<file path="src/oaid_pkg.sv">
// Shared types and codes for the ordered array insert/delete unit.
// No dependencies; used by every module under src/.
package oaid_pkg;

  // operation codes on the input beat
  localparam logic [2:0] OP_APPEND = 3'd0;
  localparam logic [2:0] OP_INSERT = 3'd1;
  localparam logic [2:0] OP_DELETE = 3'd2;
  localparam logic [2:0] OP_EDIT   = 3'd3;
  localparam logic [2:0] OP_VIEW   = 3'd4;

  // result status codes
  localparam logic [1:0] ST_OK       = 2'd0;
  localparam logic [1:0] ST_OVERFLOW = 2'd1;
  localparam logic [1:0] ST_BADINDEX = 2'd2;
  localparam logic [1:0] ST_EMPTY    = 2'd3;

  localparam int POS_W = 4;
  localparam int CNT_W = 4;

  typedef struct packed {
    logic [2:0]       operation;
    logic [POS_W-1:0] position;
    logic signed [31:0] data_in;
  } item_t;

  typedef struct packed {
    logic [1:0]       status;
    logic [CNT_W-1:0] fill_count;
    logic signed [31:0] data_out;
    logic             last;
  } result_t;

  typedef enum logic [2:0] {
    KIND_APPEND,
    KIND_INSERT,
    KIND_DELETE,
    KIND_EDIT,
    KIND_VIEW
  } kind_t;

  // classified command, front to back
  typedef struct packed {
    kind_t            kind;
    logic [POS_W-1:0] position;
    logic signed [31:0] data_in;
  } cmd_t;

endpackage

</file>
<file path="src/ordered_array_insert_delete_unit.sv">
// Ordered array unit: an accepted start is written into the command queue, and the back end
// registers the done beat of an update; a view gives its elements one per cycle once popped.
// Throughput: one update per cycle while no view streams; a view holds the back end until its
// last element, and busy rises once the command queue (QUEUE_DEPTH entries) fills behind it.
// Reset (rst, synchronous): empties the array and the queue; stored words are not cleared.
// Results are one-cycle done beats; the receiver cannot stall them.
module ordered_array_insert_delete_unit #(
  parameter int DEPTH       = 8,  // array capacity, 1 to 15
  parameter int QUEUE_DEPTH = 2   // command queue entries, power of two
) (
  input  logic             clk,
  input  logic             rst,
  input  logic             start,
  input  oaid_pkg::item_t   item,
  output logic             busy,
  output logic             done,
  output oaid_pkg::result_t result
);

  // front to queue
  logic           push;
  oaid_pkg::cmd_t  push_cmd;
  logic           q_full;

  // queue to back
  oaid_pkg::cmd_t  head;
  logic           q_empty;
  logic           pop;

  // Front: a beat is taken whenever the queue has room. Unused opcodes are
  // swallowed here, so they never reach the back end and give no result.
  oaid_front u_front (
    .start  (start),
    .item   (item),
    .q_full (q_full),
    .busy   (busy),
    .push   (push),
    .cmd    (push_cmd)
  );

  // Queue: decouples acceptance from the view streaming in the back end.
  oaid_queue #(
    .ENTRIES (QUEUE_DEPTH)
  ) u_queue (
    .clk      (clk),
    .rst      (rst),
    .push     (push),
    .push_cmd (push_cmd),
    .pop      (pop),
    .head     (head),
    .empty    (q_empty),
    .full     (q_full)
  );

  // Back: checks against the fill count, shifts all cells at once on
  // insert/delete, and walks the cells one per cycle for a view.
  oaid_back #(
    .DEPTH (DEPTH)
  ) u_back (
    .clk     (clk),
    .rst     (rst),
    .head    (head),
    .q_empty (q_empty),
    .pop     (pop),
    .done    (done),
    .result  (result)
  );

endmodule

</file>
<file path="src/oaid_front.sv">
// Front end: takes input beats, drops unused operation codes, classifies the rest.
// Depends on oaid_pkg.
module oaid_front (
  input  logic           start,
  input  oaid_pkg::item_t item,
  input  logic           q_full,
  output logic           busy,
  output logic           push,
  output oaid_pkg::cmd_t  cmd
);

  logic known;

  always_comb begin
    known    = 1'b1;
    cmd.kind = oaid_pkg::KIND_VIEW;
    unique case (item.operation)
      oaid_pkg::OP_APPEND: cmd.kind = oaid_pkg::KIND_APPEND;
      oaid_pkg::OP_INSERT: cmd.kind = oaid_pkg::KIND_INSERT;
      oaid_pkg::OP_DELETE: cmd.kind = oaid_pkg::KIND_DELETE;
      oaid_pkg::OP_EDIT:   cmd.kind = oaid_pkg::KIND_EDIT;
      oaid_pkg::OP_VIEW:   cmd.kind = oaid_pkg::KIND_VIEW;
      default:             known    = 1'b0;  // accepted, no effect
    endcase
    cmd.position = item.position;
    cmd.data_in  = item.data_in;
  end

  assign busy = q_full;
  assign push = start && !q_full && known;

endmodule

</file>
<file path="src/oaid_queue.sv">
// Small command queue between front and back, show-ahead read.
// Depends on oaid_pkg. ENTRIES must be a power of two, at least 2.
module oaid_queue #(
  parameter int ENTRIES = 2
) (
  input  logic           clk,
  input  logic           rst,
  input  logic           push,
  input  oaid_pkg::cmd_t  push_cmd,
  input  logic           pop,
  output oaid_pkg::cmd_t  head,
  output logic           empty,
  output logic           full
);

  localparam int PW = $clog2(ENTRIES);
  localparam int LW = $clog2(ENTRIES + 1);

  oaid_pkg::cmd_t slots [ENTRIES];
  logic [PW-1:0]  wr_ptr;
  logic [PW-1:0]  rd_ptr;
  logic [LW-1:0]  level;

  assign empty = (level == '0);
  assign full  = (level == LW'(ENTRIES));
  assign head  = slots[rd_ptr];

  always_ff @(posedge clk) begin
    if (push) begin
      slots[wr_ptr] <= push_cmd;
    end
  end

  always_ff @(posedge clk) begin
    if (rst) begin
      wr_ptr <= '0;
      rd_ptr <= '0;
      level  <= '0;
    end else begin
      if (push) begin
        wr_ptr <= wr_ptr + PW'(1);
      end
      if (pop) begin
        rd_ptr <= rd_ptr + PW'(1);
      end
      if (push && !pop) begin
        level <= level + LW'(1);
      end else if (pop && !push) begin
        level <= level - LW'(1);
      end
    end
  end

endmodule

</file>
<file path="src/oaid_back.sv">
// Back end: element cells with parallel shift, fill count, status checks and view streaming.
// Depends on oaid_pkg.
module oaid_back #(
  parameter int DEPTH = 8
) (
  input  logic            clk,
  input  logic            rst,
  input  oaid_pkg::cmd_t   head,
  input  logic            q_empty,
  output logic            pop,
  output logic            done,
  output oaid_pkg::result_t result
);

  localparam int CW   = $clog2(DEPTH + 1);
  localparam int IW   = (DEPTH > 1) ? $clog2(DEPTH) : 1;
  localparam int CMPW = (CW > oaid_pkg::POS_W) ? CW : oaid_pkg::POS_W;

  typedef enum logic {
    S_IDLE,
    S_VIEW
  } state_t;

  typedef enum logic [1:0] {
    ACT_NONE,
    ACT_INS,
    ACT_DEL,
    ACT_EDIT
  } act_t;

  state_t              state;
  logic [CW-1:0]       count;
  logic [CW-1:0]       count_next;
  logic [IW-1:0]       idx;
  logic signed [31:0]  cells      [DEPTH];
  logic signed [31:0]  cells_next [DEPTH];

  logic [CMPW-1:0]     cnt_x;
  logic [CMPW-1:0]     pos_x;
  logic [CMPW-1:0]     tgt;
  logic                is_full;
  logic                is_empty;
  logic [1:0]          st;
  act_t                act;
  act_t                act_eff;
  logic                view_go;
  logic                view_last;

  assign pop      = (state == S_IDLE) && !q_empty;
  assign cnt_x    = CMPW'(count);
  assign pos_x    = CMPW'(head.position);
  assign is_full  = (count == CW'(DEPTH));
  assign is_empty = (count == '0);
  assign view_last = ((CW'(idx) + CW'(1)) == count);

  // status and action for the command at the queue head
  always_comb begin
    st      = oaid_pkg::ST_OK;
    act     = ACT_NONE;
    tgt     = pos_x;
    view_go = 1'b0;
    unique case (head.kind)
      oaid_pkg::KIND_APPEND: begin
        tgt = cnt_x;
        if (is_full) st = oaid_pkg::ST_OVERFLOW;
        else         act = ACT_INS;
      end
      oaid_pkg::KIND_INSERT: begin
        priority if (is_full)       st  = oaid_pkg::ST_OVERFLOW;
        else if (pos_x > cnt_x)     st  = oaid_pkg::ST_BADINDEX;
        else                        act = ACT_INS;
      end
      oaid_pkg::KIND_DELETE: begin
        priority if (is_empty)      st  = oaid_pkg::ST_EMPTY;
        else if (pos_x >= cnt_x)    st  = oaid_pkg::ST_BADINDEX;
        else                        act = ACT_DEL;
      end
      oaid_pkg::KIND_EDIT: begin
        if (pos_x >= cnt_x) st  = oaid_pkg::ST_BADINDEX;
        else                act = ACT_EDIT;
      end
      oaid_pkg::KIND_VIEW: begin
        if (is_empty) st      = oaid_pkg::ST_EMPTY;
        else          view_go = 1'b1;
      end
      default: st = oaid_pkg::ST_OK;
    endcase
  end

  assign act_eff = pop ? act : ACT_NONE;

  always_comb begin
    unique case (act_eff)
      ACT_INS:  count_next = count + CW'(1);
      ACT_DEL:  count_next = count - CW'(1);
      default:  count_next = count;
    endcase
  end

  // every cell picks its neighbor, the new value or itself; all cells update together
  for (genvar i = 0; i < DEPTH; i++) begin : g_cell
    logic signed [31:0] from_below;
    logic signed [31:0] from_above;
    logic [CMPW-1:0]    here;

    assign here = CMPW'(i);
    if (i > 0) begin : g_lo
      assign from_below = cells[i-1];
    end else begin : g_lo0
      assign from_below = cells[i];
    end
    if (i < DEPTH - 1) begin : g_hi
      assign from_above = cells[i+1];
    end else begin : g_hiN
      assign from_above = cells[i];
    end

    assign cells_next[i] =
        (act_eff == ACT_INS  && here >  tgt) ? from_below :
        (act_eff == ACT_INS  && here == tgt) ? head.data_in :
        (act_eff == ACT_DEL  && here >= tgt) ? from_above :
        (act_eff == ACT_EDIT && here == tgt) ? head.data_in :
        cells[i];
  end

  always_ff @(posedge clk) begin
    cells <= cells_next;
  end

  always_ff @(posedge clk) begin
    if (rst) begin
      state <= S_IDLE;
      count <= '0;
      idx   <= '0;
      done  <= 1'b0;
    end else begin
      done  <= 1'b0;
      count <= count_next;
      unique case (state)
        S_IDLE: begin
          if (pop) begin
            if (view_go) begin
              state <= S_VIEW;
              idx   <= '0;
            end else begin
              done              <= 1'b1;
              result.status     <= st;
              result.fill_count <= oaid_pkg::CNT_W'(count_next);
              result.data_out   <= '0;
              result.last       <= 1'b1;
            end
          end
        end
        S_VIEW: begin
          done              <= 1'b1;
          result.status     <= oaid_pkg::ST_OK;
          result.fill_count <= oaid_pkg::CNT_W'(count);
          result.data_out   <= cells[idx];
          result.last       <= view_last;
          if (view_last) begin
            state <= S_IDLE;
          end else begin
            idx <= idx + IW'(1);
          end
        end
        default: state <= S_IDLE;
      endcase
    end
  end

  a_count_bound: assert property (@(posedge clk) disable iff (rst)
    count <= CW'(DEPTH))
    else $error("fill count above capacity");

  a_view_nonempty: assert property (@(posedge clk) disable iff (rst)
    state == S_VIEW |-> count != '0)
    else $error("streaming view of an empty array");

  a_err_is_last: assert property (@(posedge clk) disable iff (rst)
    done && result.status != oaid_pkg::ST_OK |-> result.last)
    else $error("error status on a non-final beat");

  a_view_contig: assert property (@(posedge clk) disable iff (rst)
    done && !result.last |=> done && $stable(count))
    else $error("view stream broken or count moved mid-stream");

endmodule
</file>
<file path="config.mk">
export PLATFORM = sky130hd
export DESIGN_NAME = ordered_array_insert_delete_unit
export DESIGN_NICKNAME = d
export VERILOG_FILES = /design/src/oaid_pkg.sv /design/src/ordered_array_insert_delete_unit.sv /design/src/oaid_front.sv /design/src/oaid_queue.sv /design/src/oaid_back.sv
export SDC_FILE = /design/constraint.sdc
export NUM_CORES = 1
export LEC_CHECK = 0
export BUFFER_PORTS_ARGS = -buffer_cell sky130_fd_sc_hd__buf_2
export CAP_MARGIN = 20
export CORE_AREA = 2 2 215 217
export CTS_CLUSTER_DIAMETER = 40
export DETAILED_ROUTE_END_ITERATION = 8
export DIE_AREA = 0 0 217 219
export PLACE_DENSITY_LB_ADDON = 0.1
export SLEW_MARGIN = 20
export SYNTH_ARGS = -nofsm -noshare
export SYNTH_HDL_FRONTEND = slang
export SYNTH_SLANG_ARGS = --single-unit
</file>
<file path="constraint.sdc">
create_clock -name clk -period 4.97 [get_ports clk]
set_input_delay 0.497 -clock clk [delete_from_list [all_inputs] [get_ports clk]]
set_output_delay 0.497 -clock clk [all_outputs]
set_load 0.02 [all_outputs]
</file>
Word level (Yosys, flattened, before mapping)
Memory sizes are Yosys's and may differ from the RTL's. A register that Yosys moved wholly into a read port is not among the register bits.
Cells that the tools add are included.

operators by class
  $add $sub $neg = 8
  magnitude comparators = 19
  equality and inequality tests = 26
  multiplexer cells = 75
  bitwise gates (word level) = 4
  reduce and logical (&&, ||, !) cells = 60

operator list
  operator            count
  $mux 32             33
  $bmux 32 s3         1
  $mux 39             2
  $pmux 39 s2         1
  $logic_and 1x1->1   37
  $mux 2              12
  $reduce_bool 4->1   6
  $eq 3x4->1 const A  4
  $ge 3x4->1 const A  4
  $gt 3x4->1 const A  4
  $mux 1              15
  $eq 3x2->1 const B  4
  $pmux 3 s4          1
  $pmux 2 s5          1
  $mux 3              3
  $eq 2x4->1 const A  2
  $ge 1x4->1 const A  2
  $ge 2x4->1 const A  2
  $gt 1x4->1 const A  2
  $gt 2x4->1 const A  2
  $logic_not 4->1     2
  $pmux 2 s4          1
  $pmux 4 s2          1
  $eq 2x2->1 const B  3
  other kinds (32)    47

storage, ports and cells
  flip-flop bits (word level) = 308
  RAM bits = 78
  output and inout port bits = 41
  word-level logic and storage cells = 212
  memories kept = 1

memories
  name           words  width  rd ports  clocked after memory_dff  wr ports  RTL line          RTL
  u_queue.slots  2      39     1         1                         1         oaid_queue.sv:19  oaid_pkg::cmd_t slots [ENTRIES];

Depth between registers and ports, before layout
Gate-level depths: netlist (run 1).

  depth after elaboration = 11
  depth in mapped cells = 19

Hierarchy
From an unflattened synthesis (run 1), not the netlist that was laid out.

unflattened totals
  cell total of the unflattened synthesis = 1592
  area, all modules = 20300.7 um^2

modules (own cells, without submodules)
  module      instances  cells an instance  area each (um^2)  sequential area each (um^2)
  oaid_back   1          1407               16970.0           9038.7
  oaid_queue  1          143                3017.9            2442.3
  oaid_front  1          42                 312.8             0.0

Worst setup path before layout (run 1)
OpenSTA, ideal clock, no wires.

  path type = register to register
  start = register (tool-made name)
  end = register u_back.cells, in the netlist u_back.g_cell[0].from_below[0] (enable)
  library setup time = 0.470 ns
  data arrival time = 5.026 ns
  data required time = 4.500 ns
  slack = -0.526 ns
  cell stages (with the launch flop) = 15
  path buffers = 2
  clock period less this slack = 5.496 ns
  cell sequence = dfxtp_1 buf_2 mux2i_1 inv_1 ha_1 nor2b_1 o21a_1 o21ai_0 nand2b_1 nor2_1 and3_1 ha_1 clkbuf_1 nor2_1 a21boi_0

RTL lines
  what                    RTL line          RTL
  end signal: assignment  oaid_back.sv:127  cells <= cells_next;
  end: declaration        oaid_back.sv:35   logic signed [31:0] cells [DEPTH];

==> results of run 1 <==
## power by group
group,internal (uW),switching (uW),leakage [uW]
Clock,3420,1820,0.00124
Sequential,4100,145,0.00351
Combinational,772,1250,0.00396
## sequential cells by signal, indices dropped and copies added (netlist names), 2 cells and up, named ones only
name / count
u_queue.level: 2
u_back.g_cell.from_below: 32
u_back.result: 39
u_back.idx: 3
u_queue.slots: 78
u_back.cnt_x: 4
u_back.g_cell.from_above: 224
## cells by family (layout without fill, tap and decap cells)
family	Yosys count	in the layout	synth area share
compound gates	357	357	0.105
xor+xnor	14	14	0.00607
fa+ha+maj	12	12	0.00780
buf+inv	165	311	0.0357
flops	387	387	0.568
mux	266	266	0.175
simple gates	471	471	0.102
## layer usage
layer | global-route usage | part of all wire | vias to the layer above
li1 | - | - | 6421
met1 | 0.325 | 0.43 | 7044
met2 | 0.414 | 0.49 | 524
met3 | 0.0424 | 0.058 | 104
met4 | 0.0849 | 0.024 | 0
met5 | 0 | 0 | -
## layout by cell type (no fill, tap or decap), types with 5 or more instances in the layout
| master | count |
|---|---|
| ha_1 | 11 |
| edfxtp_1 | 373 |
| buf_2 | 82 |
| and3_1 | 7 |
| inv_6 | 13 |
| buf_12 | 11 |
| nand2_1 | 183 |
| a21o_1 | 6 |
| inv_1 | 42 |
| buf_4 | 43 |
| o21ai_0 | 233 |
| dfxtp_1 | 9 |
| a211oi_1 | 6 |
| o21ai_1 | 9 |
| clkbuf_16 | 73 |
| nand2b_1 | 5 |
| a21oi_1 | 45 |
| nor3_1 | 40 |
| mux2i_1 | 135 |
| mux4_2 | 64 |
| nand3_1 | 6 |
| nor2_1 | 156 |
| xor2_1 | 6 |
| clkinv_2 | 8 |
| bufinv_16 | 13 |
| mux2_2 | 67 |
| xnor2_1 | 8 |
| a211oi_2 | 30 |
| clkinvlp_4 | 9 |
| nor2b_1 | 40 |
## stage by stage
step	area, um^2	hold WS [ns]	utilization	std cells
final	24100	0.0697	0.534	2418
after global routing	24100	0.0636	0.534	2418
after CTS	24100	0.0490	0.534	2418
after detailed placement	21500	0.492	0.477	2286
after global placement	21500	0.478	0.477	2286
after floorplan	20200	0.461	-	1672
## area by class of cell
cell class,instances,area share
clock buffers,77,0.0765
clock inverters,55,0.0305
inverters,43,0.00670
multi-input cells,1120,0.338
flip-flops and latches,387,0.477
well taps,600,0.0312
repair buffers,136,0.0396
## worst max-delay path, delay by kind of cell, from the launching register on
| family | cells | cell delay, ns |
|---|---|---|
| adders and majority gates | 2 | 0.75 |
| and+or+nand+nor | 6 | 0.91 |
| muxes | 2 | 0.43 |
| DFF | 1 | 0.43 |
| AOI/OAI and AO/OA | 4 | 0.76 |
| buffers and inverters | 3 | 0.60 |
## path summary, 6_finish.rpt
path | from | endpoint | cells past startpoint
worst max-delay path | u_queue.slots[1][33] | u_back.g_cell[0].from_above[5] | 17
worst min-delay path | item[17] | u_queue.slots[1][17] | 1
worst max register to register | u_queue.slots[1][33] | u_back.g_cell[0].from_above[5] | 17
worst min register to register | u_queue.level[1] | u_queue.level[1] | 2
==> results by group, run 1 <==
Clock network
  – Post-CTS sizing: 0
  – CTS sink cnt: 387
  – Longest Clk Path Bufs: 3
  – CTS buffer count: 72
  – Clk Latency, worst-skew pair: 0.61 ns
  – Hold_buf cts: 0
  – Clock transition at path regs: 0.06 ns
  – CTS tree: yes
  – Buffer count from post-CTS setup fixing: 0
  – Root buf cell: clkbuf_16
  – Depth of the CTS H-tree: 3

Synth
  – Register area share after synthesis: 0.568
  – Main synth FF type: edfxtp_1
  – Synthesis-stage register bit count: 387
  – Most area-consuming cells after synthesis: edfxtp_1 (55%), mux4_2 (7.1%), mux2i_1 (6.7%), o21ai_0 (5.8%), mux2_2 (3.7%)
  – Cells after Synth: 1672
  – Area leader, netlist: edfxtp_1
  – Post-synth cell types: 58
  – YS warnings: 0
  – Most frequent cell after synthesis: edfxtp_1
  – Ys async rst share: 0
  – Post-Syn Area: 20200 um^2
  – Average cell area after synthesis: 12.1 um^2
  – Post-synth top cells: edfxtp_1 (373), o21ai_0 (233), nand2_1 (184), nor2_1 (160), mux2i_1 (135)
  – Syn Nets: 1726
  – Top cell type's share of synthesized area: 0.554
  – Post-synth EDFFs: 373

Final layout
  – Final net count: 1814
  – Antenna cell count: 0
  – Multi-input gate area: 8150 um^2
  – Layout cells sized above 1: 0.249
  – Fillers: 3871
  – FF/Latch Area: 11500 um^2
  – Area delta synth->final: 19.1%

Floorplanning
  – FP Rows: 78
  – # IOs: 83
  – Die footprint: 47500 um^2
  – Core Footprint: 45100 um^2
  – DIE HEIGHT: 219 um
  – Starting Density: 0.448
  – Chip width: 217 um

Critical path
  – Slowest cell on the critical path: ha_1
  – CP max FO: 23
  – Reg2reg setup slack: 0.80 ns
  – Crit path capture type: register
  – CP required: 5.30 ns
  – WP data arrival: 4.50 ns
  – Cell Chain, Critical Path: mux2i_1 > inv_1 > ha_1 > nor2b_1 > o21a_1 > o21ai_0 > nand2b_1 > nand2_1 > and3_1 > ha_1 > inv_1 > o21ai_0 > mux2i_1 > and3_1 > buf_4 > nor2_1 > o21ai_0
  – Setup Crit Path Kind: register to register
  – Startpoint types: register
  – Slowest Stage Delay on Critical Path: 0.46 ns
  – Critical Path Most Common Cell: o21ai_0

Pwr
  – Leakage: 0.00871 uW
  – Pwr/cell area: 477 nW/um^2
  – Peak supply drop: 0.000297 V
  – Total Power: 11500 uW

STA
  – Fmax: 240 MHz
  – Final-report max-slew violation count: 0
  – RSZ-0062 raised after global routing: false
  – # setup viols final: 0
  – Worst slew margin: 0.347
  – Measured slew at the worst slew-check pin: 0.979 ns
  – Setup tns final: 0 ns
  – Share of the clock period used by the worst path: 0.839
  – Final Hold Fails: 0
  – Fin worst setup slack: 0.800 ns
  – Clock skew: 0.0305 ns
  – Fin crit period: 4.17 ns

Run
  – Max-Cap Viols: 0

Global routing
  – GRT Residual Overflow: 0
  – First-pass GRT wire length: 87900 um
  – Largest net degree at the start of global routing: 66
  – Vias in the first global route: 14400
  – Gr usage total: 0.247
  – Initial antenna violation count: 0

Placed design
  – GPL Wtd Cong: 0.816
  – Hpwl dp: 34000 um
  – IO buf count: 82
  – DP Worst Slack: 0.831 ns

Routing
  – DR iter-0 viols: 1169
  – Number of vias per cell: 5.83
  – Via Count: 14100
  – Post-route DRC: 0
  – Final antenna-violating net count: 0
  – Post-DR wirelength/cell: 23.9 um
  – Final Routed Wirelength: 57700 um
  – DRT Pass-1 Iters: 5

Worst hold path
  – Min-delay worst type: primary input to register

Status
  – Outcome: finished, final reports clean
(Power assumes the default switching activity.)
==> run 2: changes to the inputs <==
ABC_AREA = 1   (was unset)
CORE_AREA = 2 2 220 222   (was 2 2 215 217)
DIE_AREA = 0 0 222 224   (was 0 0 217 219)
clock period = 4 ns   (was 4.97 ns; I/O delays follow)
==> run 2 against run 1 <==
Against the previous run: register-to-register slack worse by 0.48 ns; final area increased by 5.2%; worst hold slack got worse by 0.029 ns; cell count rose by 36%; global-route usage is 4.1 points higher; count of clock-buffer cells in the layout is 3 higher; via count is 34% higher; sequential power up 39%; critical path depth increased by 5; non-clock buffer count up 76; largest power group unchanged.
==> results by group, run 2 <==
Global routing
  – GRT Residual Overflow: 0 (unchanged)
  – First-pass GRT wire length: 110000 um (+25%)
  – Initial antenna violation count: 0 (unchanged)
  – Vias in the first global route: 18800 (+30%)
  – Largest net degree at the start of global routing: 73 (+11%)
  – Gr usage total: 0.288 (+0.0412)

Floorplanning
  – Starting Density: 0.445 (-0.00356)
  – Core Footprint: 47300 um^2 (+5.0%)
  – Die footprint: 49700 um^2 (+4.6%)
  – # IOs: 83 (unchanged)
  – FP Rows: 80 (+2.6%)
  – DIE HEIGHT: 224 um (+2.3%)
  – Chip width: 222 um (+2.3%)

Clock network
  – CTS buffer count: 74 (+2.8%)
  – Clk Latency, worst-skew pair: 0.62 ns (about the same)
  – Buffer count from post-CTS setup fixing: 0 (unchanged)
  – CTS tree: yes
  – Root buf cell: clkbuf_16
  – CTS sink cnt: 387 (unchanged)
  – Depth of the CTS H-tree: 3 (unchanged)
  – Longest Clk Path Bufs: 3 (unchanged)
  – Clock transition at path regs: 0.05 ns (about the same)

Pwr
  – Leakage: 0.0104 uW (+20%)
  – Pwr/cell area: 686 nW/um^2 (+44%)
  – Peak supply drop: 0.000472 V (+59%)

STA
  – Final-report max-slew violation count: 0 (unchanged)
  – Fmax: 272 MHz (+13%)
  – Clock skew: 0.0266 ns (-0.00383 ns)
  – # setup viols final: 0 (unchanged)
  – Measured slew at the worst slew-check pin: 1.17 ns (+0.195 ns)
  – RSZ-0062 raised after global routing: false
  – Setup tns final: 0 ns (unchanged)
  – Final Hold Fails: 0 (unchanged)
  – Share of the clock period used by the worst path: 0.920 (+0.0812)
  – Hold WS: 0.0404 ns (-0.0293 ns)
  – Worst slew margin: 0.217 (-0.131)
  – Fin crit period: 3.68 ns (-0.489 ns)

Routing
  – Final antenna-violating net count: 0 (unchanged)
  – DR iter-0 viols: 2261 (+93%)
  – Post-route DRC: 0 (unchanged)
  – DRT Pass-1 Iters: 6 (+1)
  – Via Count: 18900 (+34%)
  – Number of vias per cell: 5.75 (-1.3%)
  – Final Routed Wirelength: 71300 um (+24%)
  – Post-DR wirelength/cell: 21.7 um (-9.1%)

Synth
  – Most frequent cell after synthesis: nand2_1
  – Post-synth top cells: nand2_1 (779), edfxtp_1 (373), nand3_1 (373), o21ai_0 (207), inv_1 (206)
  – YS warnings: 0 (unchanged)
  – Synthesis-stage register bit count: 387 (unchanged)
  – Area leader, netlist: edfxtp_1
  – Most area-consuming cells after synthesis: edfxtp_1 (53%), nand2_1 (14%), nand3_1 (8.9%), o21ai_0 (4.9%), inv_1 (3.7%)
  – Post-synth cell types: 44 (-24%)
  – Post-Syn Area: 21100 um^2 (+4.2%)
  – Syn Nets: 2542 (+47%)
  – Ys async rst share: 0 (unchanged)
  – Top cell type's share of synthesized area: 0.532 (-0.0222)
  – Average cell area after synthesis: 8.46 um^2 (-30%)
  – Register area share after synthesis: 0.545 (-0.0227)
  – Post-synth EDFFs: 373 (unchanged)
  – Main synth FF type: edfxtp_1
  – Cells after Synth: 2488 (+49%)

Final layout
  – Most frequent cells in the layout: nand2_1 (775), edfxtp_1 (373), nand3_1 (372)
  – Area delta synth->final: 20.3%
  – Final net count: 2669 (+47%)
  – Fillers: 4300 (+11%)
  – Max FFs per register: 224 (unchanged)
  – Commonest non-fill, non-tap cell in the layout: nand2_1
  – Antenna cell count: 0 (unchanged)
  – Layout cells sized above 1: 0.133 (-0.116)

Critical path
  – Critical Path Most Common Cell: nand2_1
  – CP max FO: 20 (-13%)
  – Cell Chain, Critical Path: inv_4 > nand2_1 > nand2_1 > ha_1 > inv_1 > nor2_1 > o21ai_0 > nand2_1 > nor2_1 > inv_1 > a211o_1 > nor2_2 > ha_1 > buf_4 > nand2_1 > nor2_2 > buf_4 > nand2_1 > buf_4 > nand2_1 > nand3_1 > nand2_1
  – WP data arrival: 4.16 ns (-0.34 ns)
  – CP required: 4.48 ns (-0.82 ns)
  – Setup Crit Path Kind: register to register
  – Crit path capture type: register
  – Slowest Stage Delay on Critical Path: 0.40 ns (-0.06 ns)
  – Slowest cell on the critical path: dfxtp_2
  – Startpoint types: register
  – Reg2reg setup slack: 0.32 ns (-0.48 ns)

Placed design
  – IO buf count: 82 (unchanged)
  – GPL Wtd Cong: 0.892 (+9.3%)
  – Hpwl dp: 44600 um (+31%)

Worst hold path
  – Min-delay worst type: primary input to register

Status
  – Outcome: finished, final reports clean

Run
  – Max-Cap Viols: 0 (unchanged)
[run 2: changes by cell type after synthesis, moves of 26 or more]
cell and delta:
nand2_1 +595, nand3_1 +366, inv_1 +164, mux2i_1 -103, mux2_2 -67, mux4_2 -64, a21oi_1 +62, nor2_1 -60
nor2b_1 -40, nor3_1 -38, a211oi_2 -30, nand3b_1 +29, a31oi_1 +28, o21ai_0 -26
[run 2: cell families (layout without fill, tap and decap cells)]
group           after synthesis  after routing  share of synthesized area
simple gates               1315           1316                      0.269
flops                       387            387                      0.545
buf+inv                     376            560                     0.0710
compound gates              361            361                     0.0896
mux                          32             32                     0.0152
fa+ha+maj                    12             12                    0.00749
xor+xnor                      5              5                    0.00208
[run 2: layout make-up]
cell class | count | area [um^2] | share of cell area
sequential | 387 | 11500 | 0.454
multi-input combinational | 1726 | 8200 | 0.324
clock buffer | 80 | 1870 | 0.0740
timing repair buffer | 212 | 1610 | 0.0636
inverter | 214 | 816 | 0.0322
tap | 615 | 769 | 0.0304
clock inverter | 54 | 569 | 0.0225
[run 2: power by group]
part	switching [uW]	internal, uW	total, uW
sequential	305	5600	5910
combinational	3750	1580	5330
clock	2320	3800	6120
total	6380	11000	17400
[run 2: metrics by stage]
step	power, uW	area, um^2	cells	setup slack, ns	utilization
after floorplan	9360	21100	2488	-0.0298	-
after detailed placement	11200	22500	3117	0.178	0.476
after CTS	17400	25300	3285	0.165	0.534
after global placement	11000	22500	3117	0.225	0.476
final	17400	25300	3288	0.319	0.535
after global routing	18300	25300	3288	0.0124	0.535
[run 2: final timing paths]
| check | depth (start not counted) | end | start |
|---|---|---|---|
| setup / recovery | 22 | u_back.g_cell[4].from_above[26] | register |
| hold / removal | 1 | u_queue.slots[0][13] | item[13] |
| setup reg to reg | 22 | u_back.g_cell[4].from_above[26] | register |
| hold reg to reg | 1 | u_queue.rd_ptr | u_queue.rd_ptr |
[run 2: layer usage]
layer / track usage / vias to the layer above / part of all wire
met5: 0 / - / 0
met4: 0.130 / 0 / 0.042
met3: 0.0521 / 188 / 0.088
met2: 0.458 / 1066 / 0.45
met1: 0.386 / 8965 / 0.42
li1: - / 8694 / -
[run 2: repair_timing]
| item | 4_1_cts | 5_1_grt |
|---|---|---|
| endpoints found under the setup margin | 0 | 31 |
| resized for setup | 0 | 1 |
| hold buffers | 34 | 1 |
| hold endpoints to repair | 68 | 2 |
[run 2: worst max-delay path, delay by kind of cell, from the launching register on]
| kind | cells | cell delay, ns |
|---|---|---|
| AOI/OAI and AO/OA | 2 | 0.36 |
| adders and majority gates | 2 | 0.49 |
| buffers and inverters | 6 | 0.89 |
| DFF | 1 | 0.40 |
| and+or+nand+nor | 12 | 1.40 |
==> run 3: changes to the inputs <==
CORE_AREA = 2 2 252 254   (was 2 2 220 222)
DIE_AREA = 0 0 254 256   (was 0 0 222 224)
SLEW_MARGIN = unset   (was 20)
==> run 3 against run 2 <==
Against the previous run: combinational power up 3%; highest routed layer unchanged; sequential share of layout area is 1.0 points lower; largest power group unchanged; register-to-register slack got worse by 0.03 ns; final area up 2.3%; first-iteration DRC count decreased by 19%; worst setup slack got worse by 0.034 ns; critical path type unchanged; sequential power about the same.
==> results by group, run 3 (same netlist as run 2, synthesis figures left out) <==
Routing
  – Number of vias per cell: 5.37 (-6.6%)
  – DRT Pass-1 Iters: 5 (-1)
  – DR iter-0 viols: 1823 (-19%)
  – Post-route DRC: 0 (unchanged)
  – Final Routed Wirelength: 79200 um (+11%)
  – Final antenna-violating net count: 0 (unchanged)
  – Post-DR wirelength/cell: 22.5 um (+3.6%)
  – Via Count: 18900 (+0.095%)

STA
  – Final Hold Fails: 0 (unchanged)
  – Fin crit period: 3.72 ns (+0.0343 ns)
  – Measured slew at the worst slew-check pin: 1.15 ns (-0.0208 ns)
  – Final-report max-slew violation count: 0 (unchanged)
  – Clock skew: 0.0266 ns (-0.0000235 ns)
  – RSZ-0062 raised after global routing: false
  – Worst slew margin: 0.209 (-0.00728)
  – Fmax: 269 MHz (-0.92%)
  – Share of the clock period used by the worst path: 0.929 (+0.00859)
  – Fin worst setup slack: 0.285 ns (-0.0343 ns)
  – # setup viols final: 0 (unchanged)

Global routing
  – Vias in the first global route: 18700 (-0.55%)
  – GRT Residual Overflow: 0 (unchanged)
  – Initial antenna violation count: 1 (+1)
  – Gr usage total: 0.244 (-0.0439)
  – Largest net degree at the start of global routing: 65 (-11%)
  – First-pass GRT wire length: 119000 um (+8.0%)

Floorplanning
  – Starting Density: 0.338 (-0.107)
  – Chip width: 254 um (+14%)
  – # IOs: 83 (unchanged)
  – FP Rows: 92 (+15%)
  – Die footprint: 65000 um^2 (+31%)
  – Core Footprint: 62400 um^2 (+32%)
  – DIE HEIGHT: 256 um (+14%)

Final layout
  – Fillers: 6277 (+46%)
  – Final net count: 2668 (-0.037%)
  – Most frequent cells in the layout: nand2_1 (775), edfxtp_1 (373), nand3_1 (372)
  – Layout cells sized above 1: 0.133 (+0.000175)
  – Final core utilization: 0.415 (-0.120)
  – Max FFs per register: 224 (unchanged)
  – Area delta synth->final: 23.1%
  – Commonest non-fill, non-tap cell in the layout: nand2_1

Clock network
  – CTS sink cnt: 387 (unchanged)
  – Clk Latency, worst-skew pair: 0.62 ns (about the same)
  – CTS buffer count: 77 (+4.1%)
  – Root buf cell: clkbuf_16
  – Longest Clk Path Bufs: 3 (unchanged)
  – CTS tree: yes
  – Clock transition at path regs: 0.06 ns (about the same)
  – Depth of the CTS H-tree: 3 (unchanged)

Critical path
  – Crit path capture type: register
  – CP max FO: 19 (-5.0%)
  – WP data arrival: 4.19 ns (+0.03 ns)
  – Setup Crit Path Kind: register to register
  – Startpoint types: register
  – CP required: 4.47 ns (about the same)

Placed design
  – Hpwl dp: 47200 um (+5.8%)
  – IO buf count: 82 (unchanged)
  – GPL Wtd Cong: 0.851 (-4.6%)
  – DP Worst Slack: 0.125 ns (-0.0532 ns)

Status
  – Outcome: finished, final reports clean

Pwr
  – Pwr/cell area: 692 nW/um^2 (+0.93%)
  – Peak supply drop: 0.000304 V (-36%)
  – Leakage: 0.0105 uW (+0.98%)
  – Total Power: 17900 uW (+3.3%)

Run
  – Max-Cap Viols: 0 (unchanged)

Worst hold path
  – Min-delay worst type: primary input to register
## run 3: cell types whose count changed in the layout (fill, tap and decap cells not counted), moves of 3 or more
cell       before  now
inv_16          3    0
buf_12         11   22
clkbuf_16      74   81
buf_4          83   67
## run 3: worst paths after layout
check	start	endpoint	slack, ns	cells after the start
hold / removal	item[38]	u_queue.slots[1][38]	0.05	1
hold reg to reg	u_queue.rd_ptr	register	0.46	1
setup reg to reg	register	u_back.g_cell[4].from_above[8]	0.28	24
setup / recovery	register	u_back.g_cell[4].from_above[8]	0.28	24
## run 3: layer usage
layer,part of all wire,track usage,wire (um),vias to the layer above
met4,0.035,0.102,2760,0
met5,0,0,0,-
met1,0.43,0.331,34200,9187
met3,0.070,0.0350,5530,167
met2,0.46,0.390,36800,878
li1,-,-,-,8699
## run 3: stage by stage
stage	cells	cell area [um^2]	hold slack [ns]	TNS, ns
after floorplan	2488	21100	0.426	-0.954
after global placement	3342	22900	0.437	0
after detailed placement	3344	22900	0.443	0
after CTS	3522	25900	0.0289	0
after global routing	3523	25900	0.0428	0
final	3524	25900	0.0539	0
## run 3: layout make-up
type | count | area, um^2 | area share
Sequential cell | 387 | 11500 | 0.443
Multi-Input combinational cell | 1725 | 8180 | 0.316
Tap cell | 846 | 1060 | 0.0408
Timing Repair Buffer | 209 | 1740 | 0.0672
Clock inverter | 55 | 574 | 0.0222
Antenna cell | 1 | 2.50 | 0.0000966
Clock buffer | 87 | 2050 | 0.0791
Inverter | 214 | 821 | 0.0317
## run 3: worst max-delay path, cell delays in order, from the launching register on
cell     delay [ns]
dfxtp_2        0.40
inv_4          0.07
nand2_1        0.06
nand2_1        0.08
ha_1           0.30
inv_1          0.06
nor2_1         0.03
o21ai_0        0.14
nand2_1        0.11
nor2_1         0.14
inv_1          0.08
a211o_1        0.24
nor2_2         0.15
inv_2          0.06
ha_4           0.18
inv_6          0.09
nor2_8         0.05
inv_4          0.06
buf_6          0.24
buf_8          0.26
nand2_2        0.11
inv_2          0.22
buf_12         0.22
nand3_1        0.10
nand2_1        0.08
## run 3: what timing repair did
item,in CTS,in global routing
setup buffers,0,0
hold buffers,36,0
hold endpoints to repair,72,0
resized for setup,0,8
setup endpoints to repair,0,129
## run 3: power breakdown
part	leakage, uW	internal (uW)	switching (uW)
combinational	0.00575	1620	3840
clock	0.00126	4190	2340
sequential	0.00352	5600	340
total	0.0105	11400	6520
